[src/sv/bmts_pkg.sv]
`timescale 1ns / 1ps
// ----------------------------------------------------------------------------
// bmts_pkg
// Shared widths, register indexes, command and status types of the modular
// trigger sequencer.
// ----------------------------------------------------------------------------
package bmts_pkg;

  localparam int ROWS_DEF    = 32;
  localparam int COLUMNS_DEF = 4;

  localparam int CFG_W      = 6;
  localparam int IDX_W      = 8;
  localparam int VAL_W      = 15;
  localparam int PITCH_W    = 14;
  localparam int REM_W      = 5;
  localparam int DIV_W      = 6;
  localparam int GATES_W    = 6;
  localparam int COLPOS_W   = 2;
  localparam int STEPPOS_W  = 5;
  localparam int PROD1_W    = 12;
  localparam int DVD_W      = 19;
  localparam int DVS_W      = 16;

  localparam int DIV_MAX     = 32;
  localparam int PITCH_SCALE = 10000;

  localparam logic [IDX_W-1:0] REG_STEP_LENGTH   = 8'd0;
  localparam logic [IDX_W-1:0] REG_DIVISOR_ONE   = 8'd1;
  localparam logic [IDX_W-1:0] REG_DIVISOR_TWO   = 8'd2;
  localparam logic [IDX_W-1:0] REG_DIVISOR_THREE = 8'd3;

  localparam logic [CFG_W-1:0] STEP_LENGTH_RST = 6'd16;
  localparam logic [CFG_W-1:0] DIVISOR_RST     = 6'd4;

  typedef enum logic [2:0] {
    OP_STEP  = 3'd0,
    OP_MOD   = 3'd2,
    OP_REM   = 3'd3,
    OP_PITCH = 3'd4
  } div_op_t;

  typedef struct packed {
    logic      in_ready;
    logic      accept;
    logic      prod2;
    logic      div_start;
    logic      cap;
    div_op_t   div_op;
    logic [1:0] chan;
    logic      col_step;
    logic      rd_a;
    logic      rd_b;
    logic      rd_val;
    logic      cap_a;
    logic      cap_b;
    logic      cap_val;
    logic      wr_ins;
    logic      out_load;
  } cmd_t;

  typedef struct packed {
    logic in_valid;
    logic falling;
    logic pitch_take;
    logic div_busy;
    logic adv_zero;
    logic out_free;
  } status_t;

  function automatic logic [DIV_W-1:0] clamp_div(input logic [CFG_W-1:0] v);
    logic [DIV_W-1:0] r;
    if (v == '0) begin
      r = DIV_W'(1);
    end else if (int'(v) > DIV_MAX) begin
      r = DIV_W'(DIV_MAX);
    end else begin
      r = DIV_W'(v);
    end
    return r;
  endfunction

endpackage

[src/sv/bmts_if.sv]
`timescale 1ns / 1ps
// ----------------------------------------------------------------------------
// bmts_if
// Valid/ready channels: configuration writes, sample ticks and results.
// ----------------------------------------------------------------------------
interface bmts_cfg_if;
  import bmts_pkg::*;
  logic             valid;
  logic             ready;
  logic [IDX_W-1:0] index;
  logic [CFG_W-1:0] data;
  modport source(output valid, index, data, input ready);
  modport sink(input valid, index, data, output ready);
endinterface

interface bmts_in_if;
  logic valid;
  logic ready;
  logic clock_gate;
  logic insert_request;
  logic freeze;
  modport source(output valid, clock_gate, insert_request, freeze, input ready);
  modport sink(input valid, clock_gate, insert_request, freeze, output ready);
endinterface

interface bmts_out_if;
  import bmts_pkg::*;
  logic                 valid;
  logic                 ready;
  logic [VAL_W-1:0]     cell_value;
  logic                 trig_one;
  logic                 trig_two;
  logic                 trig_three;
  logic [GATES_W-1:0]   remainder_gates;
  logic [PITCH_W-1:0]   pitch_one_mv;
  logic [PITCH_W-1:0]   pitch_two_mv;
  logic [PITCH_W-1:0]   pitch_three_mv;
  logic [COLPOS_W-1:0]  column_pos;
  logic [STEPPOS_W-1:0] step_pos;
  modport source(output valid, cell_value, trig_one, trig_two, trig_three,
                 remainder_gates, pitch_one_mv, pitch_two_mv, pitch_three_mv,
                 column_pos, step_pos, input ready);
  modport sink(input valid, cell_value, trig_one, trig_two, trig_three,
               remainder_gates, pitch_one_mv, pitch_two_mv, pitch_three_mv,
               column_pos, step_pos, output ready);
endinterface

[src/sv/bmts_div.sv]
`timescale 1ns / 1ps
// ----------------------------------------------------------------------------
// bmts_div
// Restoring divider, one quotient bit per cycle, gives quotient and remainder.
// ----------------------------------------------------------------------------
module bmts_div (
  input  logic                        clk,
  input  logic                        rst,
  input  logic                        start,
  input  logic [bmts_pkg::DVD_W-1:0]  dividend,
  input  logic [bmts_pkg::DVS_W-1:0]  divisor,
  output logic                        busy,
  output logic [bmts_pkg::DVD_W-1:0]  quotient,
  output logic [bmts_pkg::DVS_W-1:0]  remainder
);
  import bmts_pkg::*;

  localparam int CNT_W = $clog2(DVD_W + 1);

  logic [CNT_W-1:0] cnt;
  logic [DVS_W-1:0] dsr;
  logic [DVS_W:0]   shifted;
  logic [DVS_W:0]   trial;
  logic             take;

  assign shifted = {remainder, quotient[DVD_W-1]};
  assign trial   = shifted - {1'b0, dsr};
  assign take    = ~trial[DVS_W];

  always_ff @(posedge clk) begin
    if (rst) begin
      busy <= 1'b0;
      cnt  <= '0;
    end else if (start) begin
      busy <= 1'b1;
      cnt  <= CNT_W'(DVD_W);
    end else if (busy) begin
      cnt <= cnt - CNT_W'(1);
      if (cnt == CNT_W'(1)) begin
        busy <= 1'b0;
      end
    end
  end

  always_ff @(posedge clk) begin
    if (start) begin
      quotient  <= dividend;
      remainder <= '0;
      dsr       <= divisor;
    end else if (busy) begin
      remainder <= take ? trial[DVS_W-1:0] : shifted[DVS_W-1:0];
      quotient  <= {quotient[DVD_W-2:0], take};
    end
  end

endmodule

[src/sv/bmts_mem.sv]
`timescale 1ns / 1ps
// ----------------------------------------------------------------------------
// bmts_mem
// Cell grid memory with per-entry valid bits; an invalid entry reads as zero.
// ----------------------------------------------------------------------------
module bmts_mem #(
  parameter int ROWS    = bmts_pkg::ROWS_DEF,
  parameter int COLUMNS = bmts_pkg::COLUMNS_DEF
) (
  input  logic                                  clk,
  input  logic                                  rst,
  input  logic                                  rd_en,
  input  logic [$clog2(COLUMNS*ROWS)-1:0]       rd_addr,
  output logic [bmts_pkg::VAL_W-1:0]            rd_data,
  input  logic                                  wr_en,
  input  logic [$clog2(COLUMNS*ROWS)-1:0]       wr_addr,
  input  logic [bmts_pkg::VAL_W-1:0]            wr_data,
  input  logic                                  clr_en,
  input  logic [$clog2(COLUMNS)-1:0]            clr_col,
  input  logic [$clog2(ROWS+1)-1:0]             clr_len
);
  import bmts_pkg::*;

  localparam int NE = COLUMNS * ROWS;
  localparam int AW = $clog2(NE);
  localparam int LW = $clog2(ROWS + 1);

  logic [VAL_W-1:0] mem [NE];
  logic [NE-1:0]    valid;

  always_ff @(posedge clk) begin
    if (rst) begin
      valid <= '0;
    end else begin
      // drop the tail of the column beyond the step length
      if (clr_en) begin
        for (int r = 0; r < ROWS; r++) begin
          if (LW'(r) >= clr_len) begin
            valid[AW'(clr_col) * AW'(ROWS) + AW'(r)] <= 1'b0;
          end
        end
      end
      if (wr_en) begin
        valid[wr_addr] <= 1'b1;
      end
    end
  end

  always_ff @(posedge clk) begin
    if (wr_en) begin
      mem[wr_addr] <= wr_data;
    end
  end

  always_ff @(posedge clk) begin
    if (rd_en) begin
      rd_data <= valid[rd_addr] ? mem[rd_addr] : '0;
    end
  end

endmodule

[src/sv/bmts_dp.sv]
`timescale 1ns / 1ps
// ----------------------------------------------------------------------------
// bmts_dp
// Datapath: configuration registers, step and column state, grid, shared
// divider, remainders, held pitches and the result register.
// ----------------------------------------------------------------------------
module bmts_dp #(
  parameter int ROWS    = bmts_pkg::ROWS_DEF,
  parameter int COLUMNS = bmts_pkg::COLUMNS_DEF
) (
  input  logic                            clk,
  input  logic                            rst,
  input  bmts_pkg::cmd_t                  cmd,
  output bmts_pkg::status_t               st,
  input  logic                            cfg_valid,
  input  logic [bmts_pkg::IDX_W-1:0]      cfg_index,
  input  logic [bmts_pkg::CFG_W-1:0]      cfg_data,
  input  logic                            in_valid,
  input  logic                            clock_gate,
  input  logic                            insert_request,
  input  logic                            freeze,
  input  logic                            out_ready,
  output logic                            out_valid,
  output logic [bmts_pkg::VAL_W-1:0]      cell_value,
  output logic                            trig_one,
  output logic                            trig_two,
  output logic                            trig_three,
  output logic [bmts_pkg::GATES_W-1:0]    remainder_gates,
  output logic [bmts_pkg::PITCH_W-1:0]    pitch_one_mv,
  output logic [bmts_pkg::PITCH_W-1:0]    pitch_two_mv,
  output logic [bmts_pkg::PITCH_W-1:0]    pitch_three_mv,
  output logic [bmts_pkg::COLPOS_W-1:0]   column_pos,
  output logic [bmts_pkg::STEPPOS_W-1:0]  step_pos
);
  import bmts_pkg::*;

  localparam int SW = $clog2(ROWS);
  localparam int CW = $clog2(COLUMNS);
  localparam int LW = $clog2(ROWS + 1);
  localparam int AW = $clog2(COLUMNS * ROWS);

  logic [CFG_W-1:0]   step_length, divisor_one, divisor_two, divisor_three;
  logic [LW-1:0]      len;
  logic [DIV_W-1:0]   dcl [3];
  logic [SW-1:0]      step_index;
  logic [CW-1:0]      column_index, prev_col;
  logic               last_hi, last_lo;
  logic               gate, ins, frz, rising, falling;
  logic [LW-1:0]      adv;
  logic [PROD1_W-1:0] p1;
  logic [DVS_W-1:0]   prod;
  logic [VAL_W-1:0]   sum_a, sum_b, cell_val;
  logic [REM_W-1:0]   rem [3];
  logic [PITCH_W-1:0] held [3];
  logic [DVD_W-1:0]   dvd, div_quo;
  logic [DVS_W-1:0]   dsr, div_rem;
  logic               div_busy;
  logic               mod_wr;
  logic               rd_en, wr_en;
  logic [AW-1:0]      rd_addr, wr_addr;
  logic [VAL_W-1:0]   rd_data, wr_data;
  logic [GATES_W-1:0] gates_c;
  logic               trig3_c;

  function automatic logic [AW-1:0] cell_addr(input logic [CW-1:0] c,
                                             input logic [SW-1:0] r);
    return AW'(c) * AW'(ROWS) + AW'(r);
  endfunction

  always_ff @(posedge clk) begin
    if (rst) begin
      step_length   <= STEP_LENGTH_RST;
      divisor_one   <= DIVISOR_RST;
      divisor_two   <= DIVISOR_RST;
      divisor_three <= DIVISOR_RST;
    end else if (cfg_valid) begin
      case (cfg_index)
        REG_STEP_LENGTH:   step_length   <= cfg_data;
        REG_DIVISOR_ONE:   divisor_one   <= cfg_data;
        REG_DIVISOR_TWO:   divisor_two   <= cfg_data;
        REG_DIVISOR_THREE: divisor_three <= cfg_data;
        default: ;
      endcase
    end
  end

  always_comb begin
    if (step_length == '0) begin
      len = LW'(1);
    end else if (int'(step_length) > ROWS) begin
      len = LW'(ROWS);
    end else begin
      len = LW'(step_length);
    end
    dcl[0] = clamp_div(divisor_one);
    dcl[1] = clamp_div(divisor_two);
    dcl[2] = clamp_div(divisor_three);
  end

  assign prev_col = (column_index == '0) ? CW'(COLUMNS - 1) : column_index - CW'(1);

  // divider operands
  always_comb begin
    case (cmd.div_op)
      OP_STEP: begin
        dvd = DVD_W'(step_index) + DVD_W'(1);
        dsr = DVS_W'(len);
      end
      OP_MOD: begin
        dvd = DVD_W'(sum_a) + DVD_W'(sum_b);
        dsr = prod;
      end
      OP_REM: begin
        dvd = DVD_W'(cell_val);
        dsr = DVS_W'(dcl[cmd.chan]);
      end
      OP_PITCH: begin
        dvd = DVD_W'(rem[cmd.chan] - REM_W'(1)) * DVD_W'(PITCH_SCALE);
        dsr = DVS_W'(dcl[cmd.chan]);
      end
      default: begin
        dvd = '0;
        dsr = DVS_W'(1);
      end
    endcase
  end

  bmts_div u_div (
    .clk       (clk),
    .rst       (rst),
    .start     (cmd.div_start),
    .dividend  (dvd),
    .divisor   (dsr),
    .busy      (div_busy),
    .quotient  (div_quo),
    .remainder (div_rem)
  );

  assign mod_wr = cmd.cap && (cmd.div_op == OP_MOD);

  always_comb begin
    rd_en = cmd.rd_a | cmd.rd_b | cmd.rd_val;
    if (cmd.rd_a) begin
      rd_addr = cell_addr(prev_col, step_index);
    end else if (cmd.rd_b) begin
      rd_addr = cell_addr(prev_col, step_index - SW'(1));
    end else begin
      rd_addr = cell_addr(column_index, step_index);
    end
    wr_en   = mod_wr | (cmd.wr_ins & ins);
    wr_addr = cell_addr(column_index, step_index);
    wr_data = cmd.wr_ins ? VAL_W'(1) : div_rem[VAL_W-1:0];
  end

  bmts_mem #(.ROWS(ROWS), .COLUMNS(COLUMNS)) u_mem (
    .clk     (clk),
    .rst     (rst),
    .rd_en   (rd_en),
    .rd_addr (rd_addr),
    .rd_data (rd_data),
    .wr_en   (wr_en),
    .wr_addr (wr_addr),
    .wr_data (wr_data),
    .clr_en  (mod_wr),
    .clr_col (column_index),
    .clr_len (len)
  );

  // control state
  always_ff @(posedge clk) begin
    if (rst) begin
      step_index   <= '0;
      column_index <= '0;
      last_hi      <= 1'b1;
      last_lo      <= 1'b1;
      held[0]      <= '0;
      held[1]      <= '0;
      held[2]      <= '0;
    end else begin
      if (cmd.accept) begin
        last_hi <= clock_gate;
        last_lo <= ~clock_gate;
      end
      // column moves one place per cycle while col_step is set, wrapping at the last column
      if (cmd.col_step) begin
        column_index <= (column_index == CW'(COLUMNS - 1)) ? '0 : column_index + CW'(1);
      end
      if (cmd.cap) begin
        case (cmd.div_op)
          OP_STEP:  step_index             <= SW'(div_rem);
          OP_PITCH: held[cmd.chan]         <= PITCH_W'(div_quo);
          default: ;
        endcase
      end
    end
  end

  // payload registers
  always_ff @(posedge clk) begin
    if (cmd.accept) begin
      gate    <= clock_gate;
      ins     <= insert_request;
      frz     <= freeze;
      rising  <= clock_gate & ~last_hi;
      falling <= ~clock_gate & ~last_lo;
      p1      <= PROD1_W'(dcl[0]) * PROD1_W'(dcl[1]);
    end
    if (cmd.prod2) begin
      prod <= DVS_W'(DVD_W'(p1) * DVD_W'(dcl[2]));
    end
    if (cmd.cap && (cmd.div_op == OP_STEP)) begin
      adv <= frz ? '0 : LW'(div_quo);
    end else if (cmd.col_step) begin
      adv <= adv - LW'(1);
    end
    if (cmd.cap && (cmd.div_op == OP_REM)) begin
      rem[cmd.chan] <= REM_W'(div_rem);
    end
    if (cmd.cap_a) begin
      sum_a <= rd_data;
    end
    if (cmd.cap_b) begin
      sum_b <= (step_index == '0) ? '0 : rd_data;
    end
    if (cmd.cap_val) begin
      cell_val <= rd_data;
    end
  end

  always_comb begin
    trig3_c = gate && (rem[2] != '0);
    gates_c = '0;
    if (trig3_c && (rem[2] inside {[1:GATES_W]})) begin
      gates_c = GATES_W'(1) << (rem[2] - REM_W'(1));
    end
  end

  always_ff @(posedge clk) begin
    if (rst) begin
      out_valid <= 1'b0;
    end else if (cmd.out_load) begin
      out_valid <= 1'b1;
    end else if (out_ready) begin
      out_valid <= 1'b0;
    end
  end

  always_ff @(posedge clk) begin
    if (cmd.out_load) begin
      cell_value      <= cell_val;
      trig_one        <= gate && (rem[0] != '0);
      trig_two        <= gate && (rem[1] != '0);
      trig_three      <= trig3_c;
      remainder_gates <= gates_c;
      pitch_one_mv    <= held[0];
      pitch_two_mv    <= held[1];
      pitch_three_mv  <= held[2];
      column_pos      <= COLPOS_W'(column_index);
      step_pos        <= STEPPOS_W'(step_index);
    end
  end

  assign st.in_valid   = in_valid;
  assign st.falling    = falling;
  assign st.pitch_take = rising && (rem[cmd.chan] != '0);
  assign st.div_busy   = div_busy;
  assign st.adv_zero   = (adv == '0);
  assign st.out_free   = ~out_valid | out_ready;

endmodule

[src/sv/bmts_ctrl.sv]
`timescale 1ns / 1ps
// ----------------------------------------------------------------------------
// bmts_ctrl
// Sequencer for one tick: step and column update, grid update, remainders,
// pitch latches and result hand-off.
// ----------------------------------------------------------------------------
module bmts_ctrl (
  input  logic                clk,
  input  logic                rst,
  input  bmts_pkg::status_t   st,
  output bmts_pkg::cmd_t      cmd
);
  import bmts_pkg::*;

  typedef enum logic [14:0] {
    S_IDLE = 15'h0001,
    S_PROD = 15'h0002,
    S_DIVS = 15'h0004,
    S_DIVC = 15'h0008,
    S_RDA  = 15'h0010,
    S_RDB  = 15'h0020,
    S_SUM  = 15'h0040,
    S_DIVM = 15'h0080,
    S_INS  = 15'h0100,
    S_RDV  = 15'h0200,
    S_VAL  = 15'h0400,
    S_REM  = 15'h0800,
    S_PIT  = 15'h1000,
    S_OUT  = 15'h2000,
    S_SPARE = 15'h4000
  } state_t;

  state_t     state, state_next;
  logic       launched, launched_next;
  logic [1:0] chan, chan_next;
  logic       finish;

  assign finish = launched && !st.div_busy;

  always_comb begin
    cmd           = '0;
    cmd.chan      = chan;
    cmd.in_ready  = (state == S_IDLE);
    state_next    = state;
    launched_next = launched;
    chan_next     = chan;
    // divide states launch, wait for the divider to go idle; S_PIT may skip
    if (!launched) begin
      launched_next = 1'b0;
    end
    case (state)
      S_IDLE: begin
        if (st.in_valid) begin
          cmd.accept = 1'b1;
          state_next = S_PROD;
        end
      end
      S_PROD: begin
        cmd.prod2  = 1'b1;
        state_next = st.falling ? S_DIVS : S_INS;
      end
      S_DIVS, S_DIVM: begin
        cmd.div_op = (state == S_DIVS) ? OP_STEP : OP_MOD;
        if (!launched) begin
          cmd.div_start = 1'b1;
          launched_next = 1'b1;
        end else if (finish) begin
          cmd.cap       = 1'b1;
          launched_next = 1'b0;
          state_next    = (state == S_DIVS) ? S_DIVC : S_INS;
        end
      end
      S_DIVC: begin
        // one column per cycle until the advance count runs out
        if (st.adv_zero) begin
          state_next = S_RDA;
        end else begin
          cmd.col_step = 1'b1;
        end
      end
      S_RDA: begin
        cmd.rd_a   = 1'b1;
        state_next = S_RDB;
      end
      S_RDB: begin
        cmd.cap_a  = 1'b1;
        cmd.rd_b   = 1'b1;
        state_next = S_SUM;
      end
      S_SUM: begin
        cmd.cap_b  = 1'b1;
        state_next = S_DIVM;
      end
      S_INS: begin
        cmd.wr_ins = 1'b1;
        state_next = S_RDV;
      end
      S_RDV: begin
        cmd.rd_val = 1'b1;
        state_next = S_VAL;
      end
      S_VAL: begin
        cmd.cap_val = 1'b1;
        chan_next   = 2'd0;
        state_next  = S_REM;
      end
      S_REM: begin
        cmd.div_op = OP_REM;
        if (!launched) begin
          cmd.div_start = 1'b1;
          launched_next = 1'b1;
        end else if (finish) begin
          cmd.cap       = 1'b1;
          launched_next = 1'b0;
          if (chan == 2'd2) begin
            chan_next  = 2'd0;
            state_next = S_PIT;
          end else begin
            chan_next = chan + 2'd1;
          end
        end
      end
      S_PIT: begin
        cmd.div_op = OP_PITCH;
        if (!launched && !st.pitch_take) begin
          // zero remainder or no rising edge: pitch holds
          if (chan == 2'd2) begin
            chan_next  = 2'd0;
            state_next = S_OUT;
          end else begin
            chan_next = chan + 2'd1;
          end
        end else if (!launched) begin
          cmd.div_start = 1'b1;
          launched_next = 1'b1;
        end else if (finish) begin
          cmd.cap       = 1'b1;
          launched_next = 1'b0;
          if (chan == 2'd2) begin
            chan_next  = 2'd0;
            state_next = S_OUT;
          end else begin
            chan_next = chan + 2'd1;
          end
        end
      end
      S_OUT: begin
        if (st.out_free) begin
          cmd.out_load = 1'b1;
          state_next   = S_IDLE;
        end
      end
      default: begin
        state_next    = S_IDLE;
        launched_next = 1'b0;
        chan_next     = 2'd0;
      end
    endcase
  end

  always_ff @(posedge clk) begin
    if (rst) begin
      state    <= S_IDLE;
      launched <= 1'b0;
      chan     <= 2'd0;
    end else begin
      state    <= state_next;
      launched <= launched_next;
      chan     <= chan_next;
    end
  end

endmodule

[src/sv/binomial_mod_trigger_sequencer_top.sv]
`timescale 1ns / 1ps
// ----------------------------------------------------------------------------
// binomial_mod_trigger_sequencer_top
// Modular binomial-grid trigger sequencer, one result per sample tick.
// ----------------------------------------------------------------------------
// Usage:
//   cfg    : register writes (index 0 step length, 1..3 divisors), always
//            ready; write only while no tick is in flight.
//   item   : one beat per sample tick (clock level, insert, freeze).
//   result : one beat per tick: cell value, triggers, remainder gates, held
//            pitches in mV, column and step position.
//   While the clock level holds, a tick runs three remainder divisions from
//   accept to result. A rising edge adds a pitch division per channel with a
//   non-zero remainder. A falling edge adds the step division, the grid
//   reads and modulo division, plus a column step per column advanced (up to
//   32). Each division goes through one shared restoring divider.
//   A new tick is taken the cycle after the previous result is loaded.
//   The result register holds a beat until it is taken; while it is full the
//   sequencer finishes the next tick and then waits, so ticks are never lost.
//   Reset clears the grid (per-entry valid bits), step, column and pitches
//   at once, and restores the register defaults; no clearing pass.
// ----------------------------------------------------------------------------
module binomial_mod_trigger_sequencer_top #(
  parameter int ROWS    = bmts_pkg::ROWS_DEF,
  parameter int COLUMNS = bmts_pkg::COLUMNS_DEF
) (
  input logic         clk,
  input logic         rst,
  bmts_cfg_if.sink    cfg,
  bmts_in_if.sink     item,
  bmts_out_if.source  result
);
  import bmts_pkg::*;

  cmd_t    cmd;
  status_t st;

  assign cfg.ready  = 1'b1;
  assign item.ready = cmd.in_ready;

  bmts_ctrl u_ctrl (
    .clk (clk),
    .rst (rst),
    .st  (st),
    .cmd (cmd)
  );

  bmts_dp #(.ROWS(ROWS), .COLUMNS(COLUMNS)) u_dp (
    .clk             (clk),
    .rst             (rst),
    .cmd             (cmd),
    .st              (st),
    .cfg_valid       (cfg.valid),
    .cfg_index       (cfg.index),
    .cfg_data        (cfg.data),
    .in_valid        (item.valid),
    .clock_gate      (item.clock_gate),
    .insert_request  (item.insert_request),
    .freeze          (item.freeze),
    .out_ready       (result.ready),
    .out_valid       (result.valid),
    .cell_value      (result.cell_value),
    .trig_one        (result.trig_one),
    .trig_two        (result.trig_two),
    .trig_three      (result.trig_three),
    .remainder_gates (result.remainder_gates),
    .pitch_one_mv    (result.pitch_one_mv),
    .pitch_two_mv    (result.pitch_two_mv),
    .pitch_three_mv  (result.pitch_three_mv),
    .column_pos      (result.column_pos),
    .step_pos        (result.step_pos)
  );

endmodule

[src/flat_wrapper.sv]
// flat-port wrapper written by rule: the top's interface ports become plain ports
module binomial_mod_trigger_sequencer_top_flat import bmts_pkg::*;
#(
  parameter int ROWS    = bmts_pkg::ROWS_DEF,
  parameter int COLUMNS = bmts_pkg::COLUMNS_DEF
)
  (clk, rst, cfg_valid, cfg_index, cfg_data, cfg_ready, item_valid, item_clock_gate, item_insert_request, item_freeze, item_ready, result_valid, result_cell_value, result_trig_one, result_trig_two, result_trig_three, result_remainder_gates, result_pitch_one_mv, result_pitch_two_mv, result_pitch_three_mv, result_column_pos, result_step_pos, result_ready);
  bmts_cfg_if cfg_i ();
  bmts_in_if item_i ();
  bmts_out_if result_i ();
  input logic clk;
  input logic rst;
  input wire logic [$bits(cfg_i.valid)-1:0] cfg_valid;
  input wire logic [$bits(cfg_i.index)-1:0] cfg_index;
  input wire logic [$bits(cfg_i.data)-1:0] cfg_data;
  output wire logic [$bits(cfg_i.ready)-1:0] cfg_ready;
  input wire logic [$bits(item_i.valid)-1:0] item_valid;
  input wire logic [$bits(item_i.clock_gate)-1:0] item_clock_gate;
  input wire logic [$bits(item_i.insert_request)-1:0] item_insert_request;
  input wire logic [$bits(item_i.freeze)-1:0] item_freeze;
  output wire logic [$bits(item_i.ready)-1:0] item_ready;
  output wire logic [$bits(result_i.valid)-1:0] result_valid;
  output wire logic [$bits(result_i.cell_value)-1:0] result_cell_value;
  output wire logic [$bits(result_i.trig_one)-1:0] result_trig_one;
  output wire logic [$bits(result_i.trig_two)-1:0] result_trig_two;
  output wire logic [$bits(result_i.trig_three)-1:0] result_trig_three;
  output wire logic [$bits(result_i.remainder_gates)-1:0] result_remainder_gates;
  output wire logic [$bits(result_i.pitch_one_mv)-1:0] result_pitch_one_mv;
  output wire logic [$bits(result_i.pitch_two_mv)-1:0] result_pitch_two_mv;
  output wire logic [$bits(result_i.pitch_three_mv)-1:0] result_pitch_three_mv;
  output wire logic [$bits(result_i.column_pos)-1:0] result_column_pos;
  output wire logic [$bits(result_i.step_pos)-1:0] result_step_pos;
  input wire logic [$bits(result_i.ready)-1:0] result_ready;
  assign cfg_i.valid = cfg_valid;
  assign cfg_i.index = cfg_index;
  assign cfg_i.data = cfg_data;
  assign cfg_ready = cfg_i.ready;
  assign item_i.valid = item_valid;
  assign item_i.clock_gate = item_clock_gate;
  assign item_i.insert_request = item_insert_request;
  assign item_i.freeze = item_freeze;
  assign item_ready = item_i.ready;
  assign result_valid = result_i.valid;
  assign result_cell_value = result_i.cell_value;
  assign result_trig_one = result_i.trig_one;
  assign result_trig_two = result_i.trig_two;
  assign result_trig_three = result_i.trig_three;
  assign result_remainder_gates = result_i.remainder_gates;
  assign result_pitch_one_mv = result_i.pitch_one_mv;
  assign result_pitch_two_mv = result_i.pitch_two_mv;
  assign result_pitch_three_mv = result_i.pitch_three_mv;
  assign result_column_pos = result_i.column_pos;
  assign result_step_pos = result_i.step_pos;
  assign result_i.ready = result_ready;
  binomial_mod_trigger_sequencer_top #(.ROWS(ROWS), .COLUMNS(COLUMNS)) u_core (.clk(clk), .rst(rst), .cfg(cfg_i), .item(item_i), .result(result_i));
endmodule
[config.mk]
export PLATFORM = sky130hd
export DESIGN_NAME = binomial_mod_trigger_sequencer_top_flat
export DESIGN_NICKNAME = d
export VERILOG_FILES = /design/src/sv/bmts_pkg.sv /design/src/sv/bmts_if.sv /design/src/sv/bmts_div.sv /design/src/sv/bmts_mem.sv /design/src/sv/bmts_dp.sv /design/src/sv/bmts_ctrl.sv /design/src/sv/binomial_mod_trigger_sequencer_top.sv /design/src/flat_wrapper.sv
export SDC_FILE = /design/constraint.sdc
export NUM_CORES = 2
export LEC_CHECK = 0
export ABC_AREA = 1
export BUFFER_PORTS_ARGS = -buffer_cell sky130_fd_sc_hd__buf_2
export CORE_ASPECT_RATIO = 1.4
export CORE_MARGIN = 4
export CORE_UTILIZATION = 50
export CTS_CLUSTER_SIZE = 30
export DETAILED_ROUTE_END_ITERATION = 10
export PLACE_DENSITY = 0.68
export RECOVER_POWER = 50
export REMOVE_ABC_BUFFERS = 1
export SYNTH_ARGS = -nofsm -noshare
export SYNTH_HDL_FRONTEND = slang
export SYNTH_SLANG_ARGS = --single-unit
[constraint.sdc]
create_clock -name clk -period 4.95 [get_ports clk]
set_clock_uncertainty 0.05 [all_clocks]
set_input_delay 0.7425 -clock clk [delete_from_list [all_inputs] [get_ports clk]]
set_output_delay 0.7425 -clock clk [all_outputs]
set_load 0.01 [all_outputs]
-- After elaboration in Yosys (flattened, before gate mapping)
Memories as Yosys holds them, arrays and structs flattened. A register that Yosys moved wholly into a read port is not among the register bits.
Index checks and enable logic that the tools add are counted.
- register bits: 352
- word-level logic and storage cells: 638
- bits of input ports: 22
- memory bits (writable): 1977
- memories: 3
- memory list (memory ; words ; bits a word ; rd ports ; clocked after memory_dff ; write ports ; line ; text):
    u_core.u_dp.u_mem.mem ; 128 ; 15 ; 1 ; 1 ; 1 ; bmts_mem.sv:28 ; logic [VAL_W-1:0] mem [NE];
    u_core.u_dp.held ; 3 ; 14 ; 3 ; 3 ; 3 ; bmts_dp.sv:54 ; logic [PITCH_W-1:0] held [3];
    u_core.u_dp.rem ; 3 ; 5 ; 4 ; 1 ; 1 ; bmts_dp.sv:53 ; logic [REM_W-1:0] rem [3];
- bitwise logic cells: 78
- shift operators: 1
- $lt $le $gt $ge: 106
- equal/unequal tests: 33
- muxes and demuxes: 255
- multipliers: 3
- reductions and logical operators: 77
- add/subtract/negate cells: 45
- operator list (operator ; number):
    128-bit two-way mux ; 97
    128-bit bitwise AND ; 32
    128-bit NOT ; 31
    7-bit by 8-bit less-than comparator with 1-bit output, second input constant ; 34
    7-bit by 1-bit >= comparator with 1-bit output, second input constant ; 33
    1-bit demux with 7-bit select ; 32
    15-bit two-way mux ; 13
    15-bit case mux with 13 select lines ; 1
    97-bit NOT with 128-bit output ; 1
    128-bit bitwise OR ; 1
    7-bit by 5-bit adder with 7-bit output, second input constant ; 16
    5-bit by 6-bit >= comparator with 1-bit output, first input constant ; 16
    6-bit two-way mux ; 13
    19-bit case mux with 4 select lines ; 1
    1-bit two-way mux ; 70
    7-bit by 4-bit adder with 7-bit output, second input constant ; 8
    4-bit by 6-bit >= comparator with 1-bit output, first input constant ; 8
    16-bit case mux with 3 select lines ; 1
    1-bit logical AND ; 44
    19-bit two-way mux ; 2
    6-bit logical NOT ; 5
    7-bit by 3-bit adder with 7-bit output, second input constant ; 4
    3-bit by 6-bit >= comparator with 1-bit output, first input constant ; 4
    6-bit > comparator, second input constant ; 4
    73 further kinds ; 127

-- Depth between registers and ports, before layout
- word-level depth: 136
- gate-level depth with buffers: 36
- mapped depth without buffers: 34

-- Hierarchy
From an unflattened synthesis, not the netlist that was laid out.
- cells, all modules: 9821
- area, all modules: 104467.7 µm²
- modules (own cells, without submodules) (module ; cells an instance ; area an instance (µm²) ; instances):
    bmts_mem ; 7573 ; 84686.2 ; 1
    bmts_dp ; 1545 ; 14991.9 ; 1
    bmts_div ; 484 ; 3464.6 ; 1
    bmts_ctrl ; 217 ; 1313.8 ; 1
    binomial_mod_trigger_sequencer_top ; 2 ; 11.3 ; 1

-- Least setup slack after synthesis
OpenSTA, ideal clock, no wires.
- path kind: register -> register
- from: register with a tool-made name
- to: register u_core.u_dp.u_div.quotient[16] in the netlist's numbering (data pin)
- period minus slack after synthesis: 5.307 ns
- data required time: 4.643 ns
- path buffers: 2
- stages on the path, launching flop included: 26
- setup slack: -0.357 ns
- arrival: 5.001 ns
- library setup time: 0.257 ns
- cells stage by stage: dfxtp_1 -> buf_4 -> buf_2 -> o21ai_0 -> nand2_1 -> inv_1 -> nor2_1 -> nand3_2 -> inv_1 -> ha_1 -> xor2_1 -> ha_1 -> inv_1 -> fa_1 -> inv_1 -> ha_1 -> inv_1 -> fa_1 -> inv_1 -> ha_1 -> o21ai_0 -> nand2_1 -> a21oi_1 -> inv_1 -> or2_2 -> a32o_1
- RTL lines (element ; line ; text):
    to (signal assigned) ; bmts_div.sv:47 ; quotient <= dividend;
    to (signal assigned) ; bmts_div.sv:52 ; quotient <= {quotient[DVD_W-2:0], take};
    to (decl) ; bmts_div.sv:13 ; output logic [bmts_pkg::DVD_W-1:0] quotient,

==> reports/metrics.cfg <==
[setup_path]
start_kind = register
crit_required_ns = 5.49
end_kind = register
worstSetupPathType = register to register
arrival_ns = 5.39
path_max_fanout = 5

[worst_hold_path]
min_path_type = input port to register

[die]
initial_core_util = 0.502
ios = 98
fp.dieH_um = 559
die_width_um = 402
die_area_um2 = 225000
rows = 202
core_area_um2 = 216000

[detailed_routing]
drt-initial-drc-count = 9176
drc_errors = 0
antenna_left = 0
dr.pass1.iters = 8
wl_per_cell_um = 23.0
vias = 77000
avgViaCountPerCell = 5.70
routed_wl_mm = 312

[timing]
relSlewSlack = -0.498
hold_viol = 0
report.final.slew_viol_count = 1302
min_period_ns = 4.86
tightest_slew_ns = 2.24
clock.fmax_mhz = 206
setup_violations = 0
rsz0062_at_grt = yes
min_period_over_period = 0.981

[clock_network]
clock_latency_ns = 0.89
clk_pin_slew_ns = 0.07
cts_buffers = 218
cts_tree = done
clock_sinks = 2392
max-clock-path-buffers = 4
clock-root-buffer = clkbuf_16
cts_hold_buf = 0
h-tree-depth = 4

[synthesis]
seq_area_frac_synth = 0.643
netlist_area_um2 = 109000
synth_area_per_cell_um2 = 10.4
yosysWarningCount = 0
async_flop_share = 0
synth-seq-cells = 2392
synth_area_leader_cell = edfxtp_1
yosysTopAreaCellShare = 0.606
synthFlopType = edfxtp_1
synth_area_leaders = edfxtp_1 (61%), nand3_1 (8.3%), nand2_1 (6.8%), inv_1 (5.3%), dfxtp_1 (3.7%)
synth_cell_type_count = 55
synthCells = 10400
synth-edff-count = 2189

[run_status]
violations = max-capacitance violations, max-slew violations
outcome = finished with violations

[placed_design]
dp.cells = 13100
gp_congestion = 0.928
io_buffers = 96
dp_hpwl_mm = 189

[job]
drv_cap = 14

[finish]
area_delta_synth_final_pct = 11.2
fin_nets = 10700
layout-drive-gt1-share = 0.0756
layout.cells.non_filler = 13500

[power]
finalPower_w = 0.0512
p_leak_nw = 48.2
vdd_drop_max_uv = 431
powerDensity_nw_per_um2 = 424

[global_routing]
grt_max_degree = 160
grt_antenna_before_repair = 2
grt_pass1_vias = 74300
grt_pass1_wl_mm = 463
grt_usage = 0.269
gr-total-overflow = 0

flip-flops by register name, indices dropped and copies added (netlist names), 12 cells and up, named ones only:
register / cells
u_core.u_dp.u_div.dsr: 16
u_core.u_dp.u_mem.valid: 128
u_core.u_dp.sum_b: 15
u_core.u_dp.u_div.quotient: 19
u_core.u_dp.u_mem.rd_data: 15
u_core.u_dp.u_div.remainder: 16
result_pitch_two_mv: 14
u_core.u_dp.u_mem.mem: 1920
u_core.u_dp.rem: 20
u_core.u_ctrl.state: 14
u_core.u_dp.held: 42
result_pitch_three_mv: 14
u_core.u_dp.p1: 12
result_pitch_one_mv: 14
u_core.u_dp.cell_val: 15
u_core.u_dp.sum_a: 15
u_core.u_dp.cell_value: 15
u_core.u_dp.prod: 16
through the flow:
stage	hold slack, ns	setup TNS [ns]	utilization	instance area [µm²]	setup WS (ns)
floorplan	0.350	-371.22	-	106000	-24.69
global placement	0.354	-1.72	0.526	114000	-0.609
detailed placement	0.355	-1.55	0.526	114000	-0.527
CTS	0.0356	0	0.559	121000	0.00109
global route	0.134	-1.86	0.558	121000	-0.134
finish	0.125	0	0.558	121000	0.0945
routing by layer:
metal	vias up	track usage	wire length [µm]
met5	-	0	0
met4	0	0.154	20000
met3	800	0.0387	25200
met2	3639	0.446	150000
met1	37400	0.338	117000
li1	35200	-	-
cells in the mapped netlist (all sizes together), types with 26 or more instances:
| master | number |
|---|---|
| ha | 117 |
| o21ai | 146 |
| fa | 69 |
| edfxtp | 2189 |
| a21oi | 236 |
| nor3 | 26 |
| xor2 | 39 |
| buf | 383 |
| nand3b | 473 |
| nor2 | 665 |
| o211ai | 193 |
| nand3 | 1811 |
| dfxtp | 203 |
| clkbuf | 200 |
| inv | 1546 |
| nand2 | 1965 |
repair_timing:
item                                    in CTS  in global routing
endpoints found under the setup margin       6                  7
buffers inserted                             6                  8
resized for setup                           24                 59
pin swaps                                   14                 32
worst max-delay path: stages (launching register included):
cell     delay, ns
dfxtp_4       0.38
inv_2         0.08
a21oi_2       0.15
o21ai_4       0.08
nand2_2       0.11
ha_4          0.16
nand3_4       0.07
xor2_2        0.16
buf_4         0.15
ha_4          0.24
xor2_2        0.17
ha_1          0.29
inv_2         0.04
fa_1          0.51
inv_2         0.05
ha_4          0.25
inv_2         0.03
fa_1          0.52
inv_2         0.05
ha_4          0.21
o21ai_2       0.07
nand2_1       0.08
a21oi_2       0.13
inv_2         0.05
or2_2         0.27
a32o_1        0.24
placed cells by master (no fill, tap or decap), types with 23 or more instances in the layout:
cell type	netlist	layout
nand2_1	1954	1946
nor3_1	25	23
buf_12	0	54
clkinv_2	0	25
a21oi_1	236	226
nor2_1	655	639
buf_4	23	282
bufinv_16	0	23
fa_1	69	69
xnor2_1	23	23
clkbuf_16	0	220
o21ai_0	133	119
clkbuf_1	200	138
o211ai_1	193	193
nand3b_1	473	473
ha_1	117	107
clkinv_1	3	50
edfxtp_1	2189	2189
xor2_1	39	35
inv_1	1532	1522
nand3_1	1810	1807
dfxtp_1	203	201
final timing paths:
kind                               start                             end  slack [ns]  depth (start not counted)
setup / recovery                register  u_core.u_dp.u_div.quotient[16]        0.09                         25
hold / removal               cfg_data[2]      u_core.u_dp.divisor_one[2]        0.13                          3
setup reg to reg                register  u_core.u_dp.u_div.quotient[16]        0.09                         25
hold reg to reg   u_core.u_dp.held[1][8]          result_pitch_two_mv[8]        0.37                          0
power by group:
group	switching [W]	leakage, nW	total (W)	internal, W
logic	0.00665	23.4	0.00931	0.00265
registers	0.000247	21.5	0.0251	0.0249
clock network	0.00735	3.36	0.0168	0.00943
layout make-up:
type                    instances  area [µm²]
diodes                          1        2.50
clock buffers                 275        5780
clock inverters               113        1170
fillers                     18100       95400
inverters                    1549        5830
multi-input cells            5864       30700
flip-flops and latches       2392       69800
well taps                    2856        3570
repair buffers                473        3830
logic make-up after synthesis:
family	count (synthesis)	share of synthesized area
compound gates	638	0.0355
fa+ha+maj	186	0.0262
simple gates	4977	0.212
other cells	1	0.0000345
flops	2392	0.643
xor+xnor	62	0.00500
buf+inv	2132	0.0785
Power figures use the tool's default switching activity.
